[src/design/sbb_pkg.sv]
// ----------------------------------------------------------------------------
// sbb_pkg
// Shared types and constants of the 2bpp scaled sprite blitter.
// ----------------------------------------------------------------------------
`timescale 1ns / 1ps

package sbb_pkg;

  localparam int SBB_MAX_SIDE  = 128;
  localparam int SBB_MAX_SCALE = 4;
  localparam int SBB_QDEPTH    = 2;

  localparam logic [1:0] SBB_SHADE_CLEAR = 2'd3;
  localparam logic [2:0] SBB_PIX_NONE    = 3'd4;

  typedef enum logic [2:0] {
    REG_ORIGIN_X,
    REG_ORIGIN_Y,
    REG_WIDTH,
    REG_HEIGHT,
    REG_SCALE,
    REG_COLOR0,
    REG_COLOR1,
    REG_COLOR2
  } sbb_reg_e;

  typedef struct packed {
    logic signed [11:0] origin_x;
    logic signed [11:0] origin_y;
    logic [7:0]         sprite_width;
    logic [7:0]         sprite_height;
    logic [2:0]         scale;
    logic [15:0]        color0;
    logic [15:0]        color1;
    logic [15:0]        color2;
  } sbb_cfg_t;

  // one queued byte: which pixels draw, their shades and the block origin
  typedef struct packed {
    logic [3:0]  draw;
    logic [7:0]  shades;
    logic [12:0] base_x;
    logic [12:0] base_y;
    logic [2:0]  scale;
  } sbb_desc_t;

endpackage

[src/design/sbb_front.sv]
// ----------------------------------------------------------------------------
// sbb_front
// Accepts sprite bytes, tracks row and byte position, marks the pixels that
// draw and queues a descriptor for each byte that draws anything.
// ----------------------------------------------------------------------------
`timescale 1ns / 1ps

module sbb_front import sbb_pkg::*; #(
  parameter int MAX_SIDE  = SBB_MAX_SIDE,
  parameter int MAX_SCALE = SBB_MAX_SCALE
) (
  input  logic       clk_i,
  input  logic       rst_ni,
  input  sbb_cfg_t   cfg_i,
  input  logic       in_valid_i,
  output logic       in_stall_o,
  input  logic [7:0] sprite_byte_i,
  input  logic       q_full_i,
  output logic       q_push_o,
  output sbb_desc_t  q_desc_o
);

  localparam int RW = $clog2(MAX_SIDE);
  localparam int BW = $clog2((MAX_SIDE + 3) / 4);
  localparam int CW = ((RW > 8) ? RW : 8) + 2;

  logic [RW-1:0] row_q, row_d;
  logic [BW-1:0] byte_q, byte_d;
  logic [CW-1:0] w_c, h_c, row_len, byte_nx, row_nx;
  logic [2:0]    s_c;
  logic [3:0]    draw;
  logic          accept;

  always_comb begin
    logic [CW-1:0] sx;
    logic [1:0]    shade;
    if (cfg_i.sprite_width == 8'd0) w_c = CW'(1);
    else if (CW'(cfg_i.sprite_width) > CW'(MAX_SIDE)) w_c = CW'(MAX_SIDE);
    else w_c = CW'(cfg_i.sprite_width);
    if (cfg_i.sprite_height == 8'd0) h_c = CW'(1);
    else if (CW'(cfg_i.sprite_height) > CW'(MAX_SIDE)) h_c = CW'(MAX_SIDE);
    else h_c = CW'(cfg_i.sprite_height);
    if (cfg_i.scale == 3'd0) s_c = 3'd1;
    else if (cfg_i.scale > 3'(MAX_SCALE)) s_c = 3'(MAX_SCALE);
    else s_c = cfg_i.scale;
    // bit 3 of draw is the leftmost pixel, bits 7:6 of the byte
    for (int k = 0; k < 4; k++) begin
      sx            = (CW'(byte_q) << 2) + CW'(k);
      shade         = sprite_byte_i[7 - 2*k -: 2];
      draw[3 - k]   = (sx < w_c) && (shade != SBB_SHADE_CLEAR);
    end
    row_len = (w_c + CW'(3)) >> 2;
    byte_nx = CW'(byte_q) + CW'(1);
    row_nx  = CW'(row_q) + CW'(1);
  end

  // descriptor draw bits are indexed by pixel position, leftmost is 0
  always_comb begin
    q_desc_o.draw   = {draw[0], draw[1], draw[2], draw[3]};
    q_desc_o.shades = sprite_byte_i;
    q_desc_o.base_x = {cfg_i.origin_x[11], cfg_i.origin_x}
                      + ((13'(byte_q) << 2) * 13'(s_c));
    q_desc_o.base_y = {cfg_i.origin_y[11], cfg_i.origin_y}
                      + (13'(row_q) * 13'(s_c));
    q_desc_o.scale  = s_c;
  end

  assign accept     = in_valid_i && !q_full_i;
  assign in_stall_o = q_full_i;
  assign q_push_o   = accept && (|draw);

  always_comb begin
    byte_d = byte_q;
    row_d  = row_q;
    if (accept) begin
      if (byte_nx >= row_len) begin
        byte_d = '0;
        row_d  = (row_nx >= h_c) ? '0 : row_nx[RW-1:0];
      end else begin
        byte_d = byte_nx[BW-1:0];
      end
    end
  end

  always_ff @(posedge clk_i or negedge rst_ni) begin
    if (!rst_ni) begin
      row_q  <= '0;
      byte_q <= '0;
    end else begin
      row_q  <= row_d;
      byte_q <= byte_d;
    end
  end

endmodule

[src/design/sbb_fifo.sv]
// ----------------------------------------------------------------------------
// sbb_fifo
// Short descriptor queue between the front and the back.
// ----------------------------------------------------------------------------
`timescale 1ns / 1ps

module sbb_fifo import sbb_pkg::*; (
  input  logic      clk_i,
  input  logic      rst_ni,
  input  logic      push_i,
  input  sbb_desc_t wdata_i,
  input  logic      pop_i,
  output sbb_desc_t rdata_o,
  output logic      empty_o,
  output logic      full_o
);

  localparam int PW = (SBB_QDEPTH > 1) ? $clog2(SBB_QDEPTH) : 1;
  localparam int NW = $clog2(SBB_QDEPTH + 1);

  sbb_desc_t     mem_q [SBB_QDEPTH];
  logic [PW-1:0] wr_q, wr_d, rd_q, rd_d;
  logic [NW-1:0] cnt_q, cnt_d;

  assign empty_o = (cnt_q == '0);
  assign full_o  = (cnt_q == NW'(SBB_QDEPTH));
  assign rdata_o = mem_q[rd_q];

  always_comb begin
    wr_d  = wr_q;
    rd_d  = rd_q;
    cnt_d = cnt_q;
    if (push_i) wr_d = (wr_q == PW'(SBB_QDEPTH - 1)) ? '0 : wr_q + PW'(1);
    if (pop_i)  rd_d = (rd_q == PW'(SBB_QDEPTH - 1)) ? '0 : rd_q + PW'(1);
    if (push_i && !pop_i) cnt_d = cnt_q + NW'(1);
    else if (pop_i && !push_i) cnt_d = cnt_q - NW'(1);
  end

  always_ff @(posedge clk_i or negedge rst_ni) begin
    if (!rst_ni) begin
      wr_q  <= '0;
      rd_q  <= '0;
      cnt_q <= '0;
    end else begin
      wr_q  <= wr_d;
      rd_q  <= rd_d;
      cnt_q <= cnt_d;
    end
  end

  always_ff @(posedge clk_i) begin
    if (push_i) mem_q[wr_q] <= wdata_i;
  end

endmodule

[src/design/sbb_back.sv]
// ----------------------------------------------------------------------------
// sbb_back
// Walks each queued byte pixel by pixel and expands each drawn pixel into
// scale x scale writes, one a cycle while the output is not stalled, through a registered output stage.
// ----------------------------------------------------------------------------
`timescale 1ns / 1ps

module sbb_back import sbb_pkg::*; #(
  parameter int MAX_SCALE = SBB_MAX_SCALE
) (
  input  logic               clk_i,
  input  logic               rst_ni,
  input  sbb_cfg_t           cfg_i,
  input  logic               q_empty_i,
  input  sbb_desc_t          q_desc_i,
  output logic               q_pop_o,
  output logic               out_valid_o,
  input  logic               out_stall_i,
  output logic signed [12:0] pix_x_o,
  output logic signed [12:0] pix_y_o,
  output logic [15:0]        color_o,
  output logic               last_of_run_o
);

  localparam int DW = (MAX_SCALE > 1) ? $clog2(MAX_SCALE) : 1;

  function automatic logic [2:0] next_pix(logic [3:0] draw, logic [2:0] from);
    logic [2:0] r;
    r = SBB_PIX_NONE;
    for (int i = 3; i >= 0; i--) begin
      if (draw[i] && (3'(i) >= from)) r = 3'(i);
    end
    return r;
  endfunction

  logic          busy_q, busy_d, out_valid_q, out_valid_d;
  sbb_desc_t     desc_q, desc_d;
  logic [1:0]    k_q, k_d;
  logic [DW-1:0] dx_q, dx_d, dy_q, dy_d;
  logic [12:0]   x0_q, x0_d, x_q, x_d, y_q, y_d, nx_x, ld_x;
  logic [2:0]    nxt, first, s_last;
  logic [1:0]    shade;
  logic [15:0]   cur_color;
  logic          dx_last, dy_last, at_end, adv, load;
  logic signed [12:0] pix_x_q, pix_y_q;
  logic [15:0]   color_q;
  logic          last_q;

  assign s_last  = desc_q.scale - 3'd1;
  assign dx_last = (3'(dx_q) == s_last);
  assign dy_last = (3'(dy_q) == s_last);
  assign nxt     = next_pix(desc_q.draw, 3'(k_q) + 3'd1);
  assign first   = next_pix(q_desc_i.draw, 3'd0);
  assign nx_x    = desc_q.base_x + (13'(nxt[1:0]) * 13'(desc_q.scale));
  assign ld_x    = q_desc_i.base_x + (13'(first[1:0]) * 13'(q_desc_i.scale));
  assign at_end  = dx_last && dy_last && (nxt == SBB_PIX_NONE);
  assign adv     = busy_q && (!out_valid_q || !out_stall_i);
  assign load    = !q_empty_i && (!busy_q || (adv && at_end));
  assign q_pop_o = load;

  always_comb begin
    unique case (k_q)
      2'd0: shade = desc_q.shades[7:6];
      2'd1: shade = desc_q.shades[5:4];
      2'd2: shade = desc_q.shades[3:2];
      2'd3: shade = desc_q.shades[1:0];
    endcase
    unique case (shade)
      2'd0:    cur_color = cfg_i.color0;
      2'd1:    cur_color = cfg_i.color1;
      default: cur_color = cfg_i.color2;
    endcase
  end

  always_comb begin
    busy_d = busy_q;
    desc_d = desc_q;
    k_d    = k_q;
    dx_d   = dx_q;
    dy_d   = dy_q;
    x0_d   = x0_q;
    x_d    = x_q;
    y_d    = y_q;
    if (adv) begin
      if (!dx_last) begin
        dx_d = dx_q + DW'(1);
        x_d  = x_q + 13'd1;
      end else if (!dy_last) begin
        dx_d = '0;
        dy_d = dy_q + DW'(1);
        x_d  = x0_q;
        y_d  = y_q + 13'd1;
      end else if (nxt != SBB_PIX_NONE) begin
        k_d  = nxt[1:0];
        dx_d = '0;
        dy_d = '0;
        x0_d = nx_x;
        x_d  = nx_x;
        y_d  = desc_q.base_y;
      end else begin
        busy_d = 1'b0;
      end
    end
    if (load) begin
      busy_d = 1'b1;
      desc_d = q_desc_i;
      k_d    = first[1:0];
      dx_d   = '0;
      dy_d   = '0;
      x0_d   = ld_x;
      x_d    = ld_x;
      y_d    = q_desc_i.base_y;
    end
    out_valid_d = adv || (out_valid_q && out_stall_i);
  end

  always_ff @(posedge clk_i or negedge rst_ni) begin
    if (!rst_ni) begin
      busy_q      <= 1'b0;
      out_valid_q <= 1'b0;
    end else begin
      busy_q      <= busy_d;
      out_valid_q <= out_valid_d;
    end
  end

  always_ff @(posedge clk_i) begin
    desc_q <= desc_d;
    k_q    <= k_d;
    dx_q   <= dx_d;
    dy_q   <= dy_d;
    x0_q   <= x0_d;
    x_q    <= x_d;
    y_q    <= y_d;
    if (adv) begin
      pix_x_q <= x_q;
      pix_y_q <= y_q;
      color_q <= cur_color;
      last_q  <= at_end;
    end
  end

  assign out_valid_o   = out_valid_q;
  assign pix_x_o       = pix_x_q;
  assign pix_y_o       = pix_y_q;
  assign color_o       = color_q;
  assign last_of_run_o = last_q;

endmodule

[src/design/sprite_2bpp_scaled_blitter.sv]
// ----------------------------------------------------------------------------
// sprite_2bpp_scaled_blitter
// Expands 2bpp sprite bytes into scaled pixel writes.
// ----------------------------------------------------------------------------
// Input channel: one sprite byte per item, row-major, in_valid_i/in_stall_o.
// Output channel: one pixel write per item (pix_x_o, pix_y_o, color_o,
// last_of_run_o), out_valid_o/out_stall_i; last_of_run_o marks the final
// write caused by a byte. Bytes whose pixels are all transparent or past the
// sprite width give no writes.
// Configuration: cfg_valid_i/cfg_ready_o with cfg_index_i and cfg_data_i;
// always ready; write only while the block is idle.
// Path: a byte passes through the descriptor queue, the expander registers and the registered output stage.
// Throughput: one write per cycle from the expander while the output is not
// stalled; a byte gives drawn_pixels x scale x scale writes (4 at scale 1,
// full byte), and a two-entry queue lets bytes enter while earlier ones expand.
// Reset clears counters, queue and output; registers return to origin 0,
// size 16 x 16, scale 1, colours 0. A stalled output holds its write and the
// queue fills, after which in_stall_o is raised.
// ----------------------------------------------------------------------------
`timescale 1ns / 1ps

module sprite_2bpp_scaled_blitter import sbb_pkg::*; #(
  parameter int MAX_SIDE  = SBB_MAX_SIDE,
  parameter int MAX_SCALE = SBB_MAX_SCALE
) (
  input  logic               clk_i,
  input  logic               rst_ni,
  input  logic               cfg_valid_i,
  output logic               cfg_ready_o,
  input  logic [2:0]         cfg_index_i,
  input  logic [15:0]        cfg_data_i,
  input  logic               in_valid_i,
  output logic               in_stall_o,
  input  logic [7:0]         sprite_byte_i,
  output logic               out_valid_o,
  input  logic               out_stall_i,
  output logic signed [12:0] pix_x_o,
  output logic signed [12:0] pix_y_o,
  output logic [15:0]        color_o,
  output logic               last_of_run_o
);

  sbb_cfg_t  cfg_q;
  sbb_desc_t push_desc, pop_desc;
  logic      q_push, q_pop, q_empty, q_full;

  assign cfg_ready_o = 1'b1;

  always_ff @(posedge clk_i or negedge rst_ni) begin
    if (!rst_ni) begin
      cfg_q.origin_x      <= '0;
      cfg_q.origin_y      <= '0;
      cfg_q.sprite_width  <= 8'd16;
      cfg_q.sprite_height <= 8'd16;
      cfg_q.scale         <= 3'd1;
      cfg_q.color0        <= '0;
      cfg_q.color1        <= '0;
      cfg_q.color2        <= '0;
    end else if (cfg_valid_i && cfg_ready_o) begin
      unique case (sbb_reg_e'(cfg_index_i))
        REG_ORIGIN_X: cfg_q.origin_x      <= cfg_data_i[11:0];
        REG_ORIGIN_Y: cfg_q.origin_y      <= cfg_data_i[11:0];
        REG_WIDTH:    cfg_q.sprite_width  <= cfg_data_i[7:0];
        REG_HEIGHT:   cfg_q.sprite_height <= cfg_data_i[7:0];
        REG_SCALE:    cfg_q.scale         <= cfg_data_i[2:0];
        REG_COLOR0:   cfg_q.color0        <= cfg_data_i;
        REG_COLOR1:   cfg_q.color1        <= cfg_data_i;
        REG_COLOR2:   cfg_q.color2        <= cfg_data_i;
      endcase
    end
  end

  sbb_front #(
    .MAX_SIDE  (MAX_SIDE),
    .MAX_SCALE (MAX_SCALE)
  ) u_front (
    .clk_i         (clk_i),
    .rst_ni        (rst_ni),
    .cfg_i         (cfg_q),
    .in_valid_i    (in_valid_i),
    .in_stall_o    (in_stall_o),
    .sprite_byte_i (sprite_byte_i),
    .q_full_i      (q_full),
    .q_push_o      (q_push),
    .q_desc_o      (push_desc)
  );

  sbb_fifo u_fifo (
    .clk_i   (clk_i),
    .rst_ni  (rst_ni),
    .push_i  (q_push),
    .wdata_i (push_desc),
    .pop_i   (q_pop),
    .rdata_o (pop_desc),
    .empty_o (q_empty),
    .full_o  (q_full)
  );

  sbb_back #(
    .MAX_SCALE (MAX_SCALE)
  ) u_back (
    .clk_i         (clk_i),
    .rst_ni        (rst_ni),
    .cfg_i         (cfg_q),
    .q_empty_i     (q_empty),
    .q_desc_i      (pop_desc),
    .q_pop_o       (q_pop),
    .out_valid_o   (out_valid_o),
    .out_stall_i   (out_stall_i),
    .pix_x_o       (pix_x_o),
    .pix_y_o       (pix_y_o),
    .color_o       (color_o),
    .last_of_run_o (last_of_run_o)
  );

endmodule

[config.mk]
export PLATFORM = sky130hd
export DESIGN_NAME = sprite_2bpp_scaled_blitter
export DESIGN_NICKNAME = d
export VERILOG_FILES = /design/src/design/sbb_pkg.sv /design/src/design/sbb_front.sv /design/src/design/sbb_fifo.sv /design/src/design/sbb_back.sv /design/src/design/sprite_2bpp_scaled_blitter.sv
export SDC_FILE = /design/constraint.sdc
export NUM_CORES = 1
export LEC_CHECK = 0
export BUFFER_PORTS_ARGS = -buffer_cell sky130_fd_sc_hd__buf_2
export CAP_MARGIN = 0
export CORE_MARGIN = 8
export CORE_UTILIZATION = 56
export CTS_CLUSTER_SIZE = 20
export DETAILED_ROUTE_END_ITERATION = 10
export PLACE_DENSITY = 0.77
export SETUP_SLACK_MARGIN = 0.2
export SYNTH_ARGS = -nofsm -noshare
export SYNTH_HDL_FRONTEND = slang
export SYNTH_HIERARCHICAL = 1
export SYNTH_SLANG_ARGS = --single-unit
export TNS_END_PERCENT = 100
[constraint.sdc]
create_clock -name clk_i -period 4.1 [get_ports clk_i]
set_clock_uncertainty 0.15 [all_clocks]
set_input_delay 0.82 -clock clk_i [delete_from_list [all_inputs] [get_ports clk_i]]
set_output_delay 0.82 -clock clk_i [all_outputs]
set_load 0.005 [all_outputs]
* Word-level counts from Yosys, hierarchy flattened
Memory sizes are Yosys's and may differ from the RTL's. Index checks and enable logic that the tools add are counted.
Cells by class: divide/modulo/power cells 0, bitwise operators 0, multiply operators 4, magnitude comparators 13, multiplexer cells 52, equal/unequal tests 25, shift operators 0, reduce and logical (&&, ||, !) cells 56, add/sub/neg operators 20
Operators by type and width (number):
- two-way mux 13 bit | 14
- two-way mux 8 bit | 4
- one-hot mux 16 bit (2 select lines) | 1
- less-than comparator 10 bit | 3
- two-way mux 2 bit | 15
- adder 13 x 1 -> 13 bit, second input constant | 2
- adder 13 x 5 -> 13 bit | 2
- AND reduction 2 bit | 11
- logical AND 1 bit | 18
- two-way mux 3 bit | 6
- adder 7 x 1 -> 8 bit, second input constant | 2
- adder 7 x 2 -> 8 bit, second input constant | 2
- > comparator 8 bit, second input constant | 2
- logical NOT 8 bit | 2
- equality test 3 bit, second input constant | 5
- adder 12 x 11 -> 13 bit | 1
- adder 13 bit | 1
- inequality test 2 bit, second input constant | 6
- adder 10 x 2 -> 10 bit, second input constant | 1
- >= comparator 10 bit | 1
- >= comparator 10 x 8 -> 1 bit | 1
- less-than comparator 7 x 10 -> 1 bit | 1
- multiplier 2 x 3 -> 5 bit | 2
- multiplier 7 x 3 -> 10 bit | 1
- other kinds (29) | 66
Storage, ports and cells: register bits 238, output and inout bits 46, input port bits 32, word-level logic and storage cells 201, memories 1, ROM bits 0, bits in writable memories 82, bits in latches 0
Memory list:
- u_fifo.mem_q | depth 2, width 41, rd ports 1, clocked after memory_dff 0, wr ports 1, line sbb_fifo.sv:21 | sbb_desc_t mem_q [SBB_QDEPTH];

* Logic depth before layout (Yosys ltp)
Gate-level depths: netlist (run 1).
depth after elaboration 15, gate-level depth with buffers 19, depth with buffers taken out 18

* Cells and area by module
The synthesis (run 1) kept the hierarchy.
By module, submodules not included:
- sbb_back | seq. area each 3853.7 µm², cells each 562, area an instance 6518.8 µm², times used 1
- sprite_2bpp_scaled_blitter | seq. area each 2280.9 µm², cells each 202, area an instance 3545.9 µm², times used 1
- sbb_fifo | seq. area each 2562.5 µm², cells each 144, area an instance 3348.2 µm², times used 1
- sbb_front | seq. area each 300.3 µm², cells each 397, area an instance 3100.5 µm², times used 1

* Least setup slack after synthesis (run 1)
Ideal clock, no wire load.
kind reg-to-reg, start point reg cfg_q[48] (netlist name), end point mem u_fifo/mem_q[0][13] (netlist name), data pin, setup time 0.272 ns, stages on the path, launching flop included 18, data arrival time 3.870 ns, required time 3.678 ns, path buffers 1, clock period less this slack 4.292 ns, setup slack -0.192 ns, cell sequence dfstp_2 inv_1 a21oi_1 clkbuf_1 nand2_1 fa_1 inv_1 ha_1 fa_1 a21o_1 a21oi_1 o21ai_0 a21oi_1 xnor2_1 ha_1 and2_1 a221oi_1 xnor2_1
RTL lines:
- start: declaration | line sprite_2bpp_scaled_blitter.sv:43 | sbb_cfg_t cfg_q;
- end: declaration | line sbb_fifo.sv:21

==> impl_metrics.json, run 1 <==
{
  "synth-adder-area-share_pct": 7.638,
  "endpoint_kind": "register",
  "cp_max_fo": 4,
  "core_area_um2": 29320,
  "ys_ff_latch": 319,
  "clk_pin_slew_ns": 0.06,
  "fin_hold_ws_ns": 0.1422,
  "critPathSlowestCell": "dfstp_2",
  "drv_cap": 0,
  "crit_top_cell": "inv_1",
  "grt-ovfl-total": 0,
  "maxSlewViolCount": 0,
  "wl_um": 32670,
  "drive_gt1_share_pct": 26.72,
  "die_area_um2": 35240,
  "final_util_pct": 63.99,
  "cts_buffers": 35,
  "crit_buf_inv": 5,
  "drc": 0,
  "max_slew.worst_pin.slew_ns": 0.8997,
  "diodes": 0,
  "clock-sinks": 319,
  "setup_viol": 0,
  "critPathLaunchType": "register",
  "final_cell_area_um2": 18760,
  "muxShareOfSynthArea_pct": 11.68,
  "gp_congestion": 0.8573,
  "grtUsageTotal_pct": 18.35,
  "p_switching_mw": 3.503,
  "ys_seq_area_share_pct": 54.49,
  "pwr-share-seq_pct": 42.1,
  "syn2layout_area_growth_pct": 13.62,
  "drt_pass1_iterations": 5,
  "internal_power_mw": 7.842,
  "cellLeakagePower_nw": 7.734,
  "clk_path_buf_depth": 3,
  "grt_pass1_vias": 10548,
  "die_x_um": 187.7,
  "finalHoldViolCount": 0,
  "dp_hpwl_um": 22680,
  "num_io_pins": 78,
  "slowest_delay_ns": 0.53,
  "post-route-period-util_pct": 97.63,
  "synth-edff-count": 206,
  "floorplan.rows": 63,
  "grt_first_pass_wirelength_um": 53620,
  "synth-simple-area-share_pct": 9.691,
  "switching_share_pct": 30.88,
  "ir_drop_uv": 466.8,
  "clock.fmax_ghz": 0.2498,
  "power_mw": 11.34,
  "viasPerCell": 5.627,
  "grt_max_degree": 69,
  "syn_avg_cell_area_um2": 12.65,
  "nNetsFinal": 1532,
  "synth_top_family_by_area": "multiplexers",
  "ys_warn_count": 6,
  "cp.required_ns": 4.20,
  "die_y_um": 187.7,
  "period_minus_slack_ns": 4.003,
  "status": "complete, no violations",
  "vias": 10280,
  "hold_buffers": 0,
  "clk_latency_ns": 0.51,
  "critPathArrivalTime_ns": 4.10,
  "root_buffer": "clkbuf_16",
  "relSlewSlack_pct": 39.76,
  "antenna_left": 0,
  "postPlaceCellArea_um2": 17290,
  "synth-xor-area-share_pct": 4.455,
  "initialDrtViolationCount": 699,
  "synth.cell_area_um2": 16510,
  "htree_levels": 2,
  "ys_types": 78,
  "rsz0062_at_grt": "yes",
  "ys.flop_type": "edfxtp_1",
  "async_flop_share_pct": 34.17,
  "start_util_pct": 56.32,
  "drt-wirelength-per-cell_um": 17.88,
  "synth_cells": 1305,
  "syn_nets": 1427,
  "portBuffers": 76,
  "worstSetupPathType": "reg -> reg",
  "synth_compound_area_share_pct": 8.403,
  "path_delay_family": "adder cells",
  "hold_path_class": "in -> async",
  "antenna_found_initial": 0,
  "pwr-share-clk_pct": 27.2,
  "pwr-share-comb_pct": 30.7,
  "cts_tree": "yes",
  "p_per_area_nw_per_um2": 604.6,
  "crit_chain": "inv_2, a21oi_4, buf_4, nand2_1, fa_1, inv_1, ha_1, inv_1, fa_2, inv_1, a21o_1, a21oi_2, xor2_1, ha_2, or4_4, o211a_1, o21ai_2, xnor2_1"
}
layer usage:
layer	track usage (%)	routed length (um)	vias to the layer above
met3	3.306	1497	48
met1	23.62	14490	5069
met5	0	0	-
li1	-	-	4947
met2	31.40	16050	216
met4	5.273	638	0
final timing paths:
check                          start                  end  slack, ns  depth (start not counted)
max                        cfg_q[48]  u_fifo/mem_q[0][27]        0.1                         18
min                           rst_ni            cfg_q[15]       0.14                          1
max reg2reg                cfg_q[48]  u_fifo/mem_q[0][27]        0.1                         18
min reg2reg                cfg_q[79]  u_fifo/mem_q[1][16]       0.32                          0
max in group asynchronous     rst_ni            cfg_q[48]       2.86                          2
min in group clk_i         cfg_q[79]  u_fifo/mem_q[1][16]       0.32                          0
sequential cells by signal, summed over array words and instances, names as in the netlist, 13 cells and up:
register	count
cfg_q	91
u_back/color_o	16
u_fifo/mem_q	82
u_back/x0_q	13
u_back/desc_q	40
u_back/pix_x_o	13
u_back/x_q	13
u_back/y_q	13
u_back/pix_y_o	13
Yosys cell counts (5+ instances only):
cell type / n / share of area (%)
edfxtp_1: 206 / 37
nand2_1: 125 / 2.8
dfrtp_1: 106 / 16
mux2_2: 94 / 6.4
o21ai_0: 78 / 2.4
ha_1: 72 / 5.5
nor2_1: 69 / 1.6
inv_1: 54 / 1.2
a21oi_1: 53 / 1.6
xnor2_1: 47 / 2.5
mux2_4: 39 / 3.5
xor2_1: 37 / 2.0
nand3_1: 27 / 0.82
mux2i_1: 24 / 1.5
clkbuf_1: 19 / 0.43
and2_1: 18 / 0.68
fa_1: 18 / 2.2
a21o_1: 17 / 0.77
nand2b_1: 17 / 0.64
buf_4: 14 / 0.64
buf_2: 12 / 0.36
nor3_1: 11 / 0.33
a211oi_1: 10 / 0.45
and3_1: 9 / 0.34
o21a_1: 8 / 0.36
nand4_1: 7 / 0.27
nor4_1: 7 / 0.27
o211ai_1: 7 / 0.32
buf_6: 6 / 0.41
a211o_1: 5 / 0.27
nor2b_1: 5 / 0.19
or3_1: 5 / 0.19
cell families after synthesis:
| logic type | count (synthesis) |
|---|---|
| fa+ha+maj | 90 |
| flops | 319 |
| other cells | 1 |
| buf+inv | 112 |
| compound gates | 219 |
| simple gates | 321 |
| xor+xnor | 84 |
| mux | 159 |
cell usage in the layout, fill, tap and decap left out, types with 4 or more instances in the layout:
cell type  netlist  routed
or3_1            5       5
clkbuf_1        19      11
mux2i_1         24      24
o21ai_0         78      69
a21oi_2          1      10
and4_1           4       4
o211ai_1         7       7
inv_1           54      52
xnor2_1         47      44
xor2_1          37      36
clkbuf_16        0      36
a211oi_1        10       7
nor3_1          11      10
and3_1           9       8
nand2b_1        17      16
o221ai_1         4       4
mux2_2          94      94
fa_1            18      15
nor2b_1          5       4
edfxtp_1       206     206
and2_1          18      16
mux2_4          39      39
buf_2           12      75
ha_2             0       6
nor4_1           7       6
nor2_1          69      67
ha_1            72      64
a21o_1          17      17
a211o_1          5       5
buf_4           14      46
dfxtp_1          4       4
o21ai_1          2      10
a21oi_1         53      42
nand3_1         27      27
nand4_1          7       7
clkinv_2         0       8
dfrtp_1        106     104
o21a_1           8       8
nand2_1        125     122
layout make-up:
| class | instances | area (um2) |
|---|---|---|
| flip-flops and latches | 319 | 9000 |
| fillers | 2204 | 10560 |
| inverters | 55 | 206.4 |
| multi-input cells | 874 | 7158 |
| clock buffers | 49 | 969.7 |
| well taps | 390 | 488.0 |
| repair buffers | 125 | 774.5 |
| clock inverters | 15 | 166.4 |
per-stage QoR:
stage | std cells | worst slack, ns | setup TNS (ns)
floorplan | 1305 | 0.1786 | 0
global placement | 1747 | 0.09082 | 0
detailed placement | 1747 | -0.01467 | -0.02978
CTS | 1820 | 0.1133 | 0
global route | 1827 | -0.06810 | -0.3026
finish | 1827 | 0.09697 | 0
power by group through the flow:
stage | Combinational (mW) | Sequential, mW | Clock, mW
floorplan | 2.56 | 4.70 | 0
global placement | 3.13 | 4.79 | 0
detailed placement | 3.26 | 4.83 | 0
CTS | 3.38 | 4.77 | 3.14
global route | 3.84 | 4.85 | 3.28
finish | 3.48 | 4.78 | 3.09
what timing repair did:
item | CTS | global route
pin swaps | 21 | 18
buffers inserted | 9 | 7
setup endpoints to repair | 18 | 32
resized for setup | 24 | 30
(Power assumes the default switching activity.)
==> run 2: changes to the inputs <==
--- a/config.mk
+++ b/config.mk
@@ -7,6 +7,7 @@
 export LEC_CHECK = 0
 export BUFFER_PORTS_ARGS = -buffer_cell sky130_fd_sc_hd__buf_2
 export CAP_MARGIN = 0
+export CORE_ASPECT_RATIO = 1.75
 export CORE_MARGIN = 8
 export CORE_UTILIZATION = 56
 export CTS_CLUSTER_SIZE = 20
==> run 2 against run 1 <==
Global-route usage hardly changed. Power is 4.2% lower. Fmax is 0.53% higher. Sequential power hardly changed. Hold slack worse by 0.013 ns. Final cell count is 0.99% lower. Setup slack better by 0.021 ns. Sequential share of layout area is 0.43 points higher. Critical path depth is 1 lower. Wire length is 0.55% higher. Final area is 0.89% lower. Critical path type unchanged. Highest routed layer unchanged.
==> impl_metrics.json, run 2 (same netlist as run 1, synthesis figures left out) <==
{
  "final_cell_area_um2": 18600,
  "worst_slack_ns": 0.1182,
  "worst-path-stages": 17,
  "clk_pin_slew_ns": 0.07,
  "grt-ovfl-total": 0,
  "drt_pass1_iterations": 4,
  "portBuffers": 76,
  "gp_congestion": 0.8831,
  "clk_path_buf_depth": 3,
  "die_x_um": 145.8,
  "finalHoldViolCount": 0,
  "cp-startpoint": "cfg_q[48]",
  "htree_levels": 1,
  "drv_cap": 0,
  "rsz0062_at_grt": "yes",
  "clk_latency_ns": 0.56,
  "cts_tree": "yes",
  "hold_path_class": "in -> async",
  "post-route-period-util_pct": 97.12,
  "rr_worst_depth": 17,
  "max_slew.worst_pin.slew_ns": 0.9513,
  "die_y_um": 243.2,
  "viasPerCell": 5.661,
  "r2r_slack_ns": 0.12,
  "floorplan.rows": 83,
  "clock-sinks": 319,
  "core_area_um2": 29180,
  "switching_share_pct": 31.59,
  "critPathArrivalTime_ns": 4.14,
  "grt_pass1_vias": 10832,
  "num_io_pins": 78,
  "drc": 0,
  "cellLeakagePower_nw": 7.620,
  "drt-wirelength-per-cell_um": 18.16,
  "p_switching_mw": 3.434,
  "r2r-start": "cfg_q[48]",
  "cp_max_fo": 5,
  "final_common_cell": "edfxtp_1",
  "worstSetupPathType": "reg -> reg",
  "relSlewSlack_pct": 36.31,
  "grt_first_pass_wirelength_um": 53310,
  "status": "complete, no violations",
  "antenna_left": 0,
  "initialDrtViolationCount": 423,
  "final_cell_mix": "206 x edfxtp_1, 121 x nand2_1, 104 x dfrtp_1, 94 x mux2_2, 75 x buf_2",
  "path_delay_family": "compound AO/OA/AOI/OAI gates",
  "die_area_um2": 35460,
  "maxSlewViolCount": 0,
  "dp_cells": 1751,
  "endpoint_kind": "register",
  "diodes": 0,
  "postPlaceCellArea_um2": 17360,
  "vias": 10240,
  "start_util_pct": 56.59,
  "nNetsFinal": 1528,
  "dp_hpwl_um": 24100,
  "clock.fmax_ghz": 0.2511,
  "syn2layout_area_growth_pct": 12.62,
  "drive_gt1_share_pct": 27.26,
  "largestRegisters": "cfg_q (91), u_fifo/mem_q (82), u_back/desc_q (40)",
  "period_minus_slack_ns": 3.982,
  "grtUsageTotal_pct": 18.32,
  "place_ws_ns": 0.01003,
  "internal_power_mw": 7.439,
  "fill_cells": 2189,
  "pwr-share-seq_pct": 43.9,
  "cts_buffers": 27,
  "largest_reg_flops": 91,
  "pwr-share-comb_pct": 32.2,
  "root_buffer": "clkbuf_16",
  "critPathLaunchType": "register",
  "final_cells": 1809,
  "ir_drop_uv": 418.0,
  "pwr-share-clk_pct": 23.9,
  "wl_um": 32850,
  "slowest_delay_ns": 0.54,
  "largest_register": "cfg_q",
  "critPathSlowestCell": "dfstp_2",
  "final_util_pct": 63.73,
  "cp.required_ns": 4.25,
  "regToRegEndpoint": "u_fifo/mem_q[0][13]",
  "setup_viol": 0,
  "crit_chain": "inv_2, a21oi_4, buf_12, buf_4, nand2_1, fa_1, inv_1, ha_4, a21o_1, a21oi_2, xnor2_1, ha_1, a21o_1, a21oi_2, o31ai_4, a221oi_4, xnor2_1",
  "p_per_area_nw_per_um2": 584.7,
  "crit_buf_inv": 4,
  "antenna_found_initial": 0,
  "grt_max_degree": 51,
  "crit_path_end": "u_fifo/mem_q[0][13]"
}
-- run 2: per-stage QoR --
stage | total power, mW | hold slack [ns] | setup TNS [ns]
detailed placement | 8.121 | 0.3061 | 0
floorplan | 7.259 | 0.2976 | 0
finish | 10.87 | 0.1289 | 0
CTS | 10.83 | 0.1345 | 0
global placement | 7.960 | 0.2957 | 0
global route | 11.49 | 0.1672 | -0.1102
-- run 2: final cells by class --
type                            count  area (um2)  share of cell area, %
Sequential cell                   319        9000                  48.40
Inverter                           55       206.4                  1.110
Timing Repair Buffer              129       808.3                  4.346
Clock buffer                       29       693.2                  3.727
Tap cell                          382       478.0                  2.570
Multi-Input combinational cell    874        7199                  38.71
Clock inverter                     21       211.5                  1.137
-- run 2: power by group through the flow --
stage | clock (mW) | sequential, mW | combinational, mW
floorplan | 0 | 4.70 | 2.56
global placement | 0 | 4.78 | 3.18
detailed placement | 0 | 4.82 | 3.30
CTS | 2.66 | 4.76 | 3.41
global route | 2.78 | 4.84 | 3.87
finish | 2.60 | 4.77 | 3.50
-- run 2: worst reg2reg max path: stages (launching register included) --
cell	delay, ns
dfstp_2	0.54
inv_2	0.04
a21oi_4	0.17
buf_12	0.14
buf_4	0.14
nand2_1	0.08
fa_1	0.49
inv_1	0.06
ha_4	0.26
a21o_1	0.19
a21oi_2	0.16
xnor2_1	0.15
ha_1	0.27
a21o_1	0.17
a21oi_2	0.18
o31ai_4	0.11
a221oi_4	0.29
xnor2_1	0.13
-- run 2: routing by layer --
layer  up-vias  part of all wire, %  GRT usage (%)
met3        84                  3.5          2.552
li1       4922                    -              -
met5         -                    0              0
met4         0                  4.9          10.18
met1      5028                   36          17.80
met2       206                   56          35.91
-- run 2: how the worst min path moves through the flow --
stage | slack (ns) | endpoint | startpoint
final | 0.13 | cfg_q[45] | rst_ni
after global routing | 0.17 | cfg_q[45] | rst_ni
after CTS | 0.13 | cfg_q[33] | rst_ni
after detailed placement | 0.31 | u_fifo/mem_q[0][17] | cfg_q[80]
after global placement | 0.30 | u_fifo/mem_q[1][17] | cfg_q[80]
after floorplan | 0.30 | u_back/pix_x_o[12] | u_back/x_q[12]
-- run 2: what timing repair did --
| item | CTS | global route |
|---|---|---|
| pin swaps | 32 | 36 |
| resized for setup | 29 | 38 |
| hold buffers | 0 | 0 |
| setup endpoints to repair | 16 | 30 |
| endpoints found under the hold margin | 0 | 0 |
| buffers inserted | 4 | 4 |
==> run 3: changes to the inputs <==
--- a/config.mk
+++ b/config.mk
@@ -5,10 +5,10 @@
 export SDC_FILE = /design/constraint.sdc
 export NUM_CORES = 1
 export LEC_CHECK = 0
+export ABC_AREA = 1
 export BUFFER_PORTS_ARGS = -buffer_cell sky130_fd_sc_hd__buf_2
 export CAP_MARGIN = 0
 export CORE_ASPECT_RATIO = 1.75
-export CORE_MARGIN = 8
 export CORE_UTILIZATION = 56
 export CTS_CLUSTER_SIZE = 20
 export DETAILED_ROUTE_END_ITERATION = 10
==> run 3 against run 2 <==
Sequential cell count unchanged. Sequential power down 2%. Utilization down 0.71 points. Fmax increased by 2.7%. Power is 4.4% lower. Area after synthesis rose by 3.4%. Clock-buffer cell count grew 2. Register-to-register slack better by 0.11 ns. Hold slack lost 0.10 ns. Via count grew 22%. Highest routed layer unchanged.
==> impl_metrics.json, run 3 <==
{
  "num_io_pins": 78,
  "clk_path_buf_depth": 3,
  "ff_latch_area_um2": 8999,
  "drv_cap": 0,
  "cts_buffers": 29,
  "syn2layout_area_growth_pct": 10.92,
  "synth_compound_area_share_pct": 4.015,
  "die_area_um2": 31220,
  "wl_um": 37290,
  "dr.max_layer_used": "met4",
  "post-synth-top-count-cell": "nand2_1",
  "ys_warn_count": 6,
  "floorplan.rows": 84,
  "nNetsFinal": 2013,
  "worst_slack_ns": 0.2245,
  "synth-simple-area-share_pct": 22.80,
  "critPathSlowestCell": "dfstp_2",
  "ys_seq_area_share_pct": 52.69,
  "core_area_um2": 30060,
  "final_util_pct": 63.02,
  "gp_congestion": 0.9169,
  "ir_drop_uv": 387.2,
  "cellLeakagePower_nw": 9.024,
  "async_flop_share_pct": 34.17,
  "wl_met2_um": 20750,
  "endpoint_kind": "register",
  "clk_latency_ns": 0.58,
  "initialDrtViolationCount": 814,
  "start_util_pct": 56.81,
  "cp_max_fo": 6,
  "crit_buf_inv": 3,
  "rsz0062_at_grt": "yes",
  "p_per_area_nw_per_um2": 548.9,
  "ys_ff_latch": 319,
  "yosysTopAreaCell": "edfxtp_1",
  "final_cell_mix": "638 x nand2_1, 206 x edfxtp_1, 161 x inv_1, 141 x nand3_1, 105 x dfrtp_1",
  "cts_tree": "yes",
  "synth_top_family_by_area": "simple AND/OR/NAND/NOR gates",
  "syn_nets": 1924,
  "vias": 12482,
  "antenna_left": 0,
  "ys_types": 54,
  "max_slew.worst_pin.slew_ns": 1.063,
  "root_buffer": "clkbuf_16",
  "hold_buffers": 0,
  "status": "complete, no violations",
  "clock-sinks": 319,
  "drt_pass1_iterations": 5,
  "path_delay_family": "adder cells",
  "critPathArrivalTime_ns": 4.04,
  "die_y_um": 233.0,
  "grtUsageTotal_pct": 24.69,
  "worst-path-stages": 17,
  "grt-ovfl-total": 0,
  "post-route-period-util_pct": 94.52,
  "slowest_delay_ns": 0.54,
  "die_x_um": 134.0,
  "muxShareOfSynthArea_pct": 3.620,
  "antenna_found_initial": 0,
  "period_minus_slack_ns": 3.875,
  "met1_length_um": 13020,
  "cp.required_ns": 4.27,
  "fill_cells": 2471,
  "setup_tns_ns": 0,
  "synth_common_cells": "643 x nand2_1, 206 x edfxtp_1, 163 x inv_1, 143 x nand3_1, 106 x dfrtp_1",
  "largestRegisters": "cfg_q (91), u_fifo/mem_q (82), u_back/desc_q (40)",
  "hold_path_class": "in -> async",
  "viasPerCell": 5.425,
  "synth-xor-area-share_pct": 3.488,
  "largest_register": "cfg_q",
  "synth_top_area_share_pct": 36.23,
  "synth.cell_area_um2": 17080,
  "place_ws_ns": 0.1636,
  "synth-edff-count": 206,
  "largest_reg_flops": 91,
  "worstSetupPathType": "reg -> reg",
  "drc": 0,
  "final_cell_area_um2": 18940,
  "critPathLaunchType": "register",
  "grt_max_degree": 47,
  "htree_levels": 1,
  "maxSlewViolCount": 0,
  "clk_pin_slew_ns": 0.07,
  "final_common_cell": "nand2_1",
  "synthTopCellsByArea": "edfxtp_1 36%, dfrtp_1 16%, nand2_1 14%",
  "grt_first_pass_wirelength_um": 60420,
  "crit_chain": "o21ai_2, inv_2, buf_6, nand2_4, fa_1, inv_2, fa_2, nand3_2, nand3_2, a21o_1, a21oi_2, xnor2_1, ha_1, a21o_1, a22oi_2, nand3_1, xor2_1",
  "postPlaceCellArea_um2": 17800,
  "drive_gt1_share_pct": 14.26,
  "dr_wl_met3_um": 1306,
  "synth_cells": 1802,
  "drt-wirelength-per-cell_um": 16.21,
  "syn_avg_cell_area_um2": 9.476,
  "rr_worst_depth": 17,
  "portBuffers": 76,
  "relSlewSlack_pct": 29.00,
  "clock.fmax_ghz": 0.2580,
  "multi_input_area_um2": 7177,
  "diodes": 0,
  "ys.flop_type": "edfxtp_1",
  "synth-adder-area-share_pct": 7.386,
  "grt_pass1_vias": 12509,
  "finalHoldViolCount": 0,
  "dp_hpwl_um": 27570,
  "setup_viol": 0
}
## run 3: cell types whose count changed in the layout (fill, tap and decap cells not counted), sizes merged, moves of 23 or more
cell,previous run,this run
xnor2,47,23
nor2,69,98
nand3,27,146
inv,59,171
nand2,125,650
mux2i,24,1
o21ai,82,44
mux2,133,41
## run 3: cell type report
cell class / count / share of cell area (%)
Tap cell: 387 / 2.556
Sequential cell: 319 / 47.51
Timing Repair Buffer: 112 / 3.593
Clock buffer: 31 / 3.983
Multi-Input combinational cell: 1259 / 37.89
Inverter: 170 / 3.369
Clock inverter: 23 / 1.103
## run 3: final timing paths
path / startpoint / end / slack (ns)
setup / recovery: cfg_q[48] / u_fifo/mem_q[1][14] / 0.22
hold / removal: rst_ni / cfg_q[30] / 0.03
setup reg to reg: cfg_q[48] / u_fifo/mem_q[1][14] / 0.22
hold reg to reg: cfg_q[6] / cfg_q[6] / 0.32
max in group asynchronous: rst_ni / cfg_q[55] / 2.87
min in group clk_i: sprite_byte_i[5] / u_fifo/mem_q[1][34] / 0.30
## run 3: worst reg2reg max path: stages, from the launching register on
cell,delay [ns]
dfstp_2,0.54
o21ai_2,0.06
inv_2,0.06
buf_6,0.12
nand2_4,0.05
fa_1,0.54
inv_2,0.06
fa_2,0.38
nand3_2,0.09
nand3_2,0.09
a21o_1,0.21
a21oi_2,0.14
xnor2_1,0.13
ha_1,0.30
a21o_1,0.22
a22oi_2,0.18
nand3_1,0.11
xor2_1,0.16
## run 3: power by group
part	internal [mW]	switching, mW
Clock	1.48	1.22
Combinational	1.18	1.84
Sequential	4.28	0.394
## run 3: metal layers
layer / global-route usage, % / vias up
met5: 0 / -
met4: 15.06 / 0
met3: 2.658 / 125
met2: 48.15 / 356
met1: 24.47 / 5921
li1: - / 6080
## run 3: logic make-up (layout without fill, tap and decap cells)
family | count (synthesis) | after routing
xor gates and xnor gates | 68 | 68
adders and majority gates | 90 | 90
and+or+nand+nor | 938 | 938
buffers and inverters | 224 | 336
other | 1 | 1
muxes | 42 | 42
AOI/OAI and AO/OA | 120 | 120
DFF | 319 | 319
## run 3: what timing repair did
action / in CTS / in global routing
buffers inserted: 1 / 8
endpoints found under the setup margin: 6 / 32
resized for setup: 4 / 32
pin swaps: 2 / 20
## run 3: stage by stage
stage	instances	power [mW]	hold WS, ns
2_1_floorplan	1802	6.827	0.2764
3_3_place_gp	2238	7.514	0.2894
3_5_place_dp	2238	7.644	0.2988
4_1_cts	2293	10.38	0.02916
5_1_grt	2301	11.01	0.04917
6_report	2301	10.40	0.02830
